$ cat config.mk
export PLATFORM = sky130hd
export DESIGN_NAME = sorted_byte_set_list
export DESIGN_NICKNAME = d
export VERILOG_FILES = /design/src/rtl/sbsl_pkg.sv /design/src/rtl/sbsl_cell.sv /design/src/rtl/sorted_byte_set_list.sv
export SDC_FILE = /design/constraint.sdc
export NUM_CORES = 2
export LEC_CHECK = 0
export ABC_CLOCK_PERIOD_IN_PS = 11400
export BUFFER_PORTS_ARGS = -buffer_cell sky130_fd_sc_hd__buf_2
export CAP_MARGIN = 20
export CORE_ASPECT_RATIO = 2
export CORE_UTILIZATION = 50
export CTS_CLUSTER_DIAMETER = 100
export DETAILED_ROUTE_END_ITERATION = 10
export PLACE_DENSITY = 0.71
export SYNTH_ARGS = -nofsm -noshare
export SYNTH_HDL_FRONTEND = slang
export SYNTH_SLANG_ARGS = --single-unit
$ cat constraint.sdc
create_clock -name i_clk -period 11.4 [get_ports i_clk]
set_input_delay 2.28 -clock i_clk [delete_from_list [all_inputs] [get_ports i_clk]]
set_output_delay 2.28 -clock i_clk [all_outputs]
set_load 0.01 [all_outputs]
$ cat src/rtl/sbsl_pkg.sv
// Shared constants, codes and types for the sorted byte set list.
package sbsl_pkg;

    // Store size and derived widths
    localparam int CAPACITY = 64;
    localparam int CNT_W    = $clog2(CAPACITY + 1);
    localparam int KEY_W    = 8;
    localparam int OP_W     = 2;
    localparam int RANK_W   = 6;
    localparam int STAT_W   = 3;
    localparam int ECNT_W   = 7;
    localparam int RCMP_W   = (CNT_W > RANK_W) ? CNT_W : RANK_W;
    localparam int ECMP_W   = (CNT_W > ECNT_W) ? CNT_W : ECNT_W;
    localparam int RANK_MAX = (1 << RANK_W) - 1;
    localparam int ECNT_MAX = (1 << ECNT_W) - 1;

    // Command codes
    localparam logic [OP_W-1:0] OP_INSERT = 2'd0;
    localparam logic [OP_W-1:0] OP_DELETE = 2'd1;
    localparam logic [OP_W-1:0] OP_READ   = 2'd2;

    // Result status codes
    localparam logic [STAT_W-1:0] ST_INSERTED  = 3'd0;
    localparam logic [STAT_W-1:0] ST_DUPLICATE = 3'd1;
    localparam logic [STAT_W-1:0] ST_DELETED   = 3'd2;
    localparam logic [STAT_W-1:0] ST_NOT_FOUND = 3'd3;
    localparam logic [STAT_W-1:0] ST_FULL      = 3'd4;
    localparam logic [STAT_W-1:0] ST_READ_OK   = 3'd5;
    localparam logic [STAT_W-1:0] ST_BAD_RANK  = 3'd6;

    // Broadcast control from the sequencer to every cell
    typedef struct packed {
        logic             cmp;
        logic             ins;
        logic             del;
        logic [KEY_W-1:0] key;
    } t_cell_ctl;

endpackage

$ cat src/rtl/sbsl_cell.sv
// One storage cell of the sorted chain: holds a key and its compare flags.
module sbsl_cell (
    input  logic                     i_clk,
    input  sbsl_pkg::t_cell_ctl      i_ctl,
    input  logic                     i_valid,
    input  logic [sbsl_pkg::KEY_W-1:0] i_left_value,
    input  logic                     i_left_lt,
    input  logic [sbsl_pkg::KEY_W-1:0] i_right_value,
    output logic [sbsl_pkg::KEY_W-1:0] o_value,
    output logic                     o_lt,
    output logic                     o_eq
);
    import sbsl_pkg::*;

    logic [KEY_W-1:0] r_value;
    logic             r_lt;
    logic             r_eq;

    // Compare against the broadcast key, then shift on insert or delete
    always_ff @(posedge i_clk) begin
        if (i_ctl.cmp) begin
            r_lt <= i_valid && (r_value < i_ctl.key);
            r_eq <= i_valid && (r_value == i_ctl.key);
        end
        if (i_ctl.ins) begin
            if (!i_left_lt) begin
                r_value <= i_left_value;
            end else if (!r_lt) begin
                r_value <= i_ctl.key;
            end
        end
        if (i_ctl.del) begin
            if (!r_lt) begin
                r_value <= i_right_value;
            end
        end
    end

    assign o_value = r_value;
    assign o_lt    = r_lt;
    assign o_eq    = r_eq;

endmodule

$ cat src/rtl/sorted_byte_set_list.sv
// Top level of the sorted byte set list: sequencer, cell chain and result register.
// A command steps through the sequencer states compare (cells compare with the key) and
// execute (cell shift and result load); execute waits while the output holds an untaken result.
// The sequencer handles one command at a time. A command is accepted while an earlier
// result still waits in the output register. Reset (synchronous, active low) empties
// the store and drops any pending result.
module sorted_byte_set_list (
    input  logic                         i_clk,
    input  logic                         i_rst_n,
    input  logic                         i_in_valid,
    output logic                         o_in_ready,
    input  logic [sbsl_pkg::OP_W-1:0]    i_opcode,
    input  logic [sbsl_pkg::KEY_W-1:0]   i_key,
    input  logic [sbsl_pkg::RANK_W-1:0]  i_rank_index,
    output logic                         o_out_valid,
    input  logic                         i_out_ready,
    output logic [sbsl_pkg::STAT_W-1:0]  o_status,
    output logic [sbsl_pkg::RANK_W-1:0]  o_rank,
    output logic [sbsl_pkg::KEY_W-1:0]   o_entry_value,
    output logic [sbsl_pkg::ECNT_W-1:0]  o_entry_count
);
    import sbsl_pkg::*;

    localparam logic [1:0] S_IDLE = 2'd0;
    localparam logic [1:0] S_CMP  = 2'd1;
    localparam logic [1:0] S_EXEC = 2'd2;

    logic [1:0]        r_state, n_state;
    logic [CNT_W-1:0]  r_count, n_count;
    logic [OP_W-1:0]   r_op;
    logic [KEY_W-1:0]  r_key;
    logic [RANK_W-1:0] r_ri;
    logic              r_out_valid, n_out_valid;
    logic [STAT_W-1:0] r_status, n_status;
    logic [RANK_W-1:0] r_rank, n_rank;
    logic [KEY_W-1:0]  r_value, n_value;
    logic [ECNT_W-1:0] r_ecnt, n_ecnt;

    t_cell_ctl         cell_ctl;
    logic [KEY_W-1:0]  cell_value [CAPACITY];
    logic [CAPACITY-1:0] cell_lt;
    logic [CAPACITY-1:0] cell_eq;
    logic [CAPACITY-1:0] cell_valid;
    logic [CAPACITY:0] bnd;
    logic [CNT_W-1:0]  pos;
    logic [KEY_W-1:0]  read_value;
    logic              found;
    logic              commit;
    logic              do_ins;
    logic              do_del;
    logic              read_ok;
    logic              in_accept;
    logic [RCMP_W-1:0] pos_ext;
    logic [RCMP_W-1:0] ri_ext;
    logic [ECMP_W-1:0] cnt_ext;

    assign o_in_ready = (r_state == S_IDLE);
    assign in_accept  = i_in_valid && o_in_ready;
    assign commit     = (r_state == S_EXEC) && (!r_out_valid || i_out_ready);

    // Cell chain
    for (genvar g = 0; g < CAPACITY; g++) begin : g_cell
        logic [KEY_W-1:0] left_value;
        logic             left_lt;
        logic [KEY_W-1:0] right_value;

        assign cell_valid[g] = (CNT_W'(g) < r_count);
        if (g == 0) begin : g_head
            assign left_value = '0;
            assign left_lt    = 1'b1;
        end else begin : g_body
            assign left_value = cell_value[g-1];
            assign left_lt    = cell_lt[g-1];
        end
        if (g == CAPACITY - 1) begin : g_tail
            assign right_value = cell_value[g];
        end else begin : g_mid
            assign right_value = cell_value[g+1];
        end

        sbsl_cell u_cell (
            .i_clk         (i_clk),
            .i_ctl         (cell_ctl),
            .i_valid       (cell_valid[g]),
            .i_left_value  (left_value),
            .i_left_lt     (left_lt),
            .i_right_value (right_value),
            .o_value       (cell_value[g]),
            .o_lt          (cell_lt[g]),
            .o_eq          (cell_eq[g])
        );
    end

    // Locate the insert point from the less-than boundary and pick the read entry
    always_comb begin
        bnd[0]        = !cell_lt[0];
        bnd[CAPACITY] = cell_lt[CAPACITY-1];
        for (int j = 1; j < CAPACITY; j++) begin
            bnd[j] = cell_lt[j-1] && !cell_lt[j];
        end
        pos = '0;
        for (int j = 0; j <= CAPACITY; j++) begin
            pos = pos | (bnd[j] ? CNT_W'(j) : '0);
        end
        read_value = '0;
        for (int j = 0; j < CAPACITY; j++) begin
            read_value = read_value |
                ((RCMP_W'(r_ri) == RCMP_W'(j)) ? cell_value[j] : '0);
        end
    end

    assign found   = |cell_eq;
    assign pos_ext = RCMP_W'(pos);
    assign ri_ext  = RCMP_W'(r_ri);
    assign read_ok = (ri_ext < RCMP_W'(r_count));
    assign do_ins  = commit && (r_op == OP_INSERT) && !found &&
                     (r_count < CNT_W'(CAPACITY));
    assign do_del  = commit && (r_op == OP_DELETE) && found;

    // Drive the cells
    always_comb begin
        cell_ctl.cmp = (r_state == S_CMP);
        cell_ctl.ins = do_ins;
        cell_ctl.del = do_del;
        cell_ctl.key = r_key;
    end

    // Next count, result and sequencer state
    always_comb begin
        n_state     = r_state;
        n_count     = r_count;
        n_out_valid = r_out_valid && !i_out_ready;
        n_status    = r_status;
        n_rank      = r_rank;
        n_value     = r_value;
        case (r_state)
            S_IDLE: begin
                if (in_accept) begin
                    n_state = S_CMP;
                end
            end
            S_CMP: begin
                n_state = S_EXEC;
            end
            S_EXEC: begin
                if (commit) begin
                    n_state     = S_IDLE;
                    n_out_valid = 1'b1;
                    n_value     = '0;
                    n_rank      = (pos_ext > RCMP_W'(RANK_MAX)) ? RANK_W'(RANK_MAX)
                                                                : pos_ext[RANK_W-1:0];
                    if (do_ins) begin
                        n_count = r_count + 1'b1;
                    end else if (do_del) begin
                        n_count = r_count - 1'b1;
                    end
                    case (r_op)
                        OP_INSERT: begin
                            if (found) begin
                                n_status = ST_DUPLICATE;
                            end else if (do_ins) begin
                                n_status = ST_INSERTED;
                            end else begin
                                n_status = ST_FULL;
                            end
                        end
                        OP_DELETE: begin
                            n_status = found ? ST_DELETED : ST_NOT_FOUND;
                        end
                        OP_READ: begin
                            n_rank = r_ri;
                            if (read_ok) begin
                                n_status = ST_READ_OK;
                                n_value  = read_value;
                            end else begin
                                n_status = ST_BAD_RANK;
                            end
                        end
                        default: begin
                            n_status = ST_BAD_RANK;
                            n_rank   = '0;
                        end
                    endcase
                end
            end
            default: begin
                n_state = S_IDLE;
            end
        endcase
        cnt_ext = ECMP_W'(n_count);
        n_ecnt  = (cnt_ext > ECMP_W'(ECNT_MAX)) ? ECNT_W'(ECNT_MAX) : cnt_ext[ECNT_W-1:0];
        if (!commit) begin
            n_ecnt = r_ecnt;
        end
    end

    // Control registers
    always_ff @(posedge i_clk) begin
        if (!i_rst_n) begin
            r_state     <= S_IDLE;
            r_count     <= '0;
            r_out_valid <= 1'b0;
        end else begin
            r_state     <= n_state;
            r_count     <= n_count;
            r_out_valid <= n_out_valid;
        end
    end

    // Command and result payload
    always_ff @(posedge i_clk) begin
        if (in_accept) begin
            r_op  <= i_opcode;
            r_key <= i_key;
            r_ri  <= i_rank_index;
        end
        r_status <= n_status;
        r_rank   <= n_rank;
        r_value  <= n_value;
        r_ecnt   <= n_ecnt;
    end

    assign o_out_valid   = r_out_valid;
    assign o_status      = r_status;
    assign o_rank        = r_rank;
    assign o_entry_value = r_value;
    assign o_entry_count = r_ecnt;

    // Checks
    a_count_bound: assert property (@(posedge i_clk) disable iff (!i_rst_n)
        r_count <= CNT_W'(CAPACITY))
        else $error("held count beyond capacity");

    a_accept_to_cmp: assert property (@(posedge i_clk) disable iff (!i_rst_n)
        in_accept |=> (r_state == S_CMP))
        else $error("accepted transaction did not start compare");

    a_count_stable: assert property (@(posedge i_clk) disable iff (!i_rst_n)
        !commit |=> $stable(r_count))
        else $error("count changed without a commit");

    a_single_match: assert property (@(posedge i_clk) disable iff (!i_rst_n)
        (r_state == S_EXEC) |-> $onehot0(cell_eq))
        else $error("more than one cell matched the key");

endmodule
==> results of run 1 <==
[per-stage QoR]
stage | util, % | instances
4_1_cts | 54.3 | 7354
3_5_place_dp | 51.8 | 7219
3_3_place_gp | 51.7 | 7210
2_1_floorplan | - | 6177
[metal layers]
metal / GRT overflow / global-route usage (%)
met1: 0 / 74.2
met2: 14 / 89.4
met3: 0 / 49.2
met4: 10 / 69.4
met5: 1 / 15.2
[kinds of logic after synthesis]
family / Yosys count
AOI/OAI and AO/OA: 2082
xor gates and xnor gates: 2
adders and majority gates: 520
buffers and inverters: 721
DFF: 690
muxes: 18
and+or+nand+nor: 2144
==> metrics.cfg, run 1 <==
[logic_synthesis]
synth_cell_types=77
synthCells=6177
synth_most_common_cell=nand2_1
synthSimpleGateAreaFrac_pct=21.2
synth_compound_area_share_pct=29.1
synth-async-reset-ratio_pct=0
ys_seq_elements=690
yosys-top-cells-count=630 x nand2_1, 520 x ha_1, 513 x dfxtp_1
synth_xor_area_share_pct=0.0345
synth_nets=6717
synth_edf_count=177
synthAdderAreaFrac_pct=12.8
synth_top_area_share_pct=20.2
syn_area_per_cell_sq_um=8.22
synth_top_family_by_area=compound AO/OA/AOI/OAI gates
yosysWarningCount=0
synth.area.mux_share_pct=0.387
synth_area_leaders=dfxtp_1 20%, ha_1 13%, edfxtp_1 10%, nand2_1 4.7%, a22oi_1 3.6%
syn-cell-area_sq_um=50800
synth_top_area_cell=dfxtp_1
ys.flop_type=dfxtp_1
yosysSeqAreaShare_pct=30.7

[run_status]
tool.error=[ERROR GRT-0116] Global routing finished with congestion. Check the congestion regions in the DRC Viewer.
haltStage=5_1_grt
outcome=aborted with a tool error

[grt]
grtUsageTotal_pct=71.0
grt_pass1_wl_um=518000
grt_overflow=25
grt_pass1_vias=61400
grt_max_degree=178

[cts]
clk_path_buf_depth=3
cts_made_buffers=73
cts_setup_buffers=0
h-tree-depth=3
numClockSinks=690
root_buffer=clkbuf_16
ctsHoldBuffers=0
cts_resized=0

[placement]
dp_slack_ns=5.91
placed_area_sq_um=52300
io_buffers=45
gp_congestion=1.22
dp.final_hpwl_um=236000

[floorplanning]
die_h_um=453
die_w_um=227
initial_core_util_pct=50.3
num_io_pins=46
rows=165

==> inputs of run 2 (changes only) <==
--- a/config.mk
+++ b/config.mk
@@ -8,11 +8,9 @@
 export ABC_CLOCK_PERIOD_IN_PS = 11400
 export BUFFER_PORTS_ARGS = -buffer_cell sky130_fd_sc_hd__buf_2
 export CAP_MARGIN = 20
-export CORE_ASPECT_RATIO = 2
-export CORE_UTILIZATION = 50
-export CTS_CLUSTER_DIAMETER = 100
+export CORE_UTILIZATION = 35
 export DETAILED_ROUTE_END_ITERATION = 10
-export PLACE_DENSITY = 0.71
+export PLACE_DENSITY_LB_ADDON = 0.15
 export SYNTH_ARGS = -nofsm -noshare
 export SYNTH_HDL_FRONTEND = slang
 export SYNTH_SLANG_ARGS = --single-unit
==> run 2 against run 1 <==
Compared with the run above:
- the flow now finishes, with violations (design-rule violations, max-slew violations)
- synthesized cell count unchanged
- area after synthesis did not move
==> metrics.cfg, run 2 <==
[run_status]
outcome=complete, but fails checks
violations=design-rule violations, max-slew violations

[logic_synthesis]
ys.flop_type=dfxtp_1
synth_edf_count=177
yosysSeqAreaShare_pct=30.7
synth-async-reset-ratio_pct=0
synth_cell_types=77
synthCells=6177
synth_top_area_share_pct=20.2
synth_compound_area_share_pct=29.1
synthAdderAreaFrac_pct=12.8
synth_area_leaders=dfxtp_1 20%, ha_1 13%, edfxtp_1 10%, nand2_1 4.7%, a22oi_1 3.6%
yosys-top-cells-count=630 x nand2_1, 520 x ha_1, 513 x dfxtp_1
syn-cell-area_sq_um=50800
synth_most_common_cell=nand2_1
synth.area.mux_share_pct=0.387
synth_top_area_cell=dfxtp_1
syn_area_per_cell_sq_um=8.22
synth_nets=6717
synth_top_family_by_area=compound AO/OA/AOI/OAI gates
ys_seq_elements=690
synthSimpleGateAreaFrac_pct=21.2
yosysWarningCount=0
synth_xor_area_share_pct=0.0345

[setup_path]
r2r_cells=8
cp.required_ns=11.88
path_class=input port to flop
crit_end=o_entry_count[2]
worst_ep_arrival_time_ns=5.81
regToRegSetupSlack_ns=6.15
start_kind=input port
timing.rr.end=g_cell[0].u_cell.o_value[0]
reg2reg_from=g_cell[42].u_cell.o_eq
crit_start=i_out_ready
critPathCaptureType=flop
crit_fanout=175

[placement]
io_buffers=45
gp_congestion=1.12
dp_slack_ns=5.80
dp.final_hpwl_um=236000

[cts]
insertion_delay_ns=0.76
h-tree-depth=3
cts_made_buffers=91
numClockSinks=690
ctsHoldBuffers=0
clkTransAtPathRegs_ns=0.06
clk_path_buf_depth=3
cts_resized=0
root_buffer=clkbuf_16
tritoncts=yes
cts_setup_buffers=0

[sta]
period_needed_ns=5.33
period_share_pct=46.8
report.final.slew_viol_count=36
whs_ns=0.496
timing.final.ws_setup_ns=6.07
timing.fmax_mhz=188
rsz0062_at_grt=no
finalHoldViolations=0
fin_skew_ns=0.0432
relSlewSlack_pct=-1.97
finalSetupTns_ns=0
setup_viol=0
tightest_slew_ns=1.53

[floorplanning]
die_h_um=383
num_io_pins=46
rows=139
die_w_um=383
core_sq_um=144000
initial_core_util_pct=35.3
die_area_sq_um=147000

[cells_and_area]
area_delta_synth_final_pct=10.6
largest_reg_flops=511
final_common_cell=nand2_1
final_cell_mix=630 x nand2_1, 520 x ha_1, 513 x dfxtp_1
layout.nets=6527
drive_gt1_share_pct=8.10

[routing]
wl_per_cell_um=41.3
routed_wl_um=330000
drt_iter0_markers=9119
ant_nets=0
routed_via_density=7.16
vias=57200
route.detailed.drc=9
drt_pass1_iterations=10

[job]
maxCapViolations=0

[grt]
grt_pass1_wl_um=446000
grtUsageTotal_pct=43.7
grt_overflow=0
antenna_found_initial=46
grt_pass1_vias=51200
grt_max_degree=176

[worst_hold_path]
hold_path.class=flop to flop

[power]
power-per-cell-area_nw_per_um2=120
p_leak_nw=21.7
peakVddDrop_mv=0.121

[run 2: how the worst min path moves through the flow]
| stage | end | from | depth (start not counted) | slack [ns] |
|---|---|---|---|---|
| final | g_cell[26].u_cell.o_value[0] | g_cell[26].u_cell.o_value[0] | 2 | 0.50 |
| after detailed placement | g_cell[26].u_cell.o_value[0] | g_cell[26].u_cell.o_value[0] | 2 | 0.49 |
| after floorplan | g_cell[29].u_cell.o_value[0] | g_cell[30].u_cell.o_value[0] | 2 | 0.44 |
| after global routing | g_cell[0].u_cell.o_value[6] | g_cell[0].u_cell.o_value[6] | 2 | 0.51 |
| after CTS | g_cell[40].u_cell.o_value[0] | g_cell[40].u_cell.o_value[0] | 2 | 0.50 |
| after global placement | g_cell[40].u_cell.o_value[0] | g_cell[40].u_cell.o_value[0] | 2 | 0.48 |
[run 2: kinds of logic after synthesis]
group,Yosys count
and+or+nand+nor,2144
AOI/OAI and AO/OA,2082
adders and majority gates,520
xor gates and xnor gates,2
DFF,690
buffers and inverters,721
muxes,18
[run 2: worst max-delay path, cell delays in order]
cell and delay (ns):
buf_2 0.09, nand2b_1 0.35, nand4_4 0.87, nor3_4 0.60
buf_12 0.41, a22oi_1 0.29, xnor2_1 0.22
[run 2: cell type report]
type / count / area [sq um]
repair buffers: 236 / 1790
multi-input cells: 4766 / 32500
clock buffers: 144 / 2840
inverters: 202 / 776
well taps: 1903 / 2380
fillers: 14700 / 87700
diodes: 29 / 72.6
flip-flops and latches: 690 / 15600
clock inverters: 24 / 208
[run 2: power breakdown]
part           internal [mW]  switching (mW)  total [mW]  leakage, nW
clock                   1.75            1.30        3.05         1.51
sequential              2.60           0.224        2.82         5.82
combinational          0.265           0.598       0.863         14.3
total                   4.61            2.12        6.74         21.7
[run 2: per-stage QoR]
step                      power (mW)  utilization, %  instances  instance area (sq um)
after global routing            6.87            39.0       7968                  56100
after global placement          3.66            36.8       7785                  52900
after floorplan                 3.24               -       6177                  50800
after detailed placement        3.68            36.8       7790                  53000
final                           6.74            39.0       7994                  56200
after CTS                       6.68            38.9       7958                  56000
[run 2: routing by layer]
metal	track usage, %	vias to the layer above	share of wire, %
met5	0	-	0.071
met4	29.2	34	7.6
met3	13.7	967	12
met2	61.1	4288	40
met1	57.1	28300	40
li1	-	23600	-
Note: power is estimated with default switching activity, not from simulation.
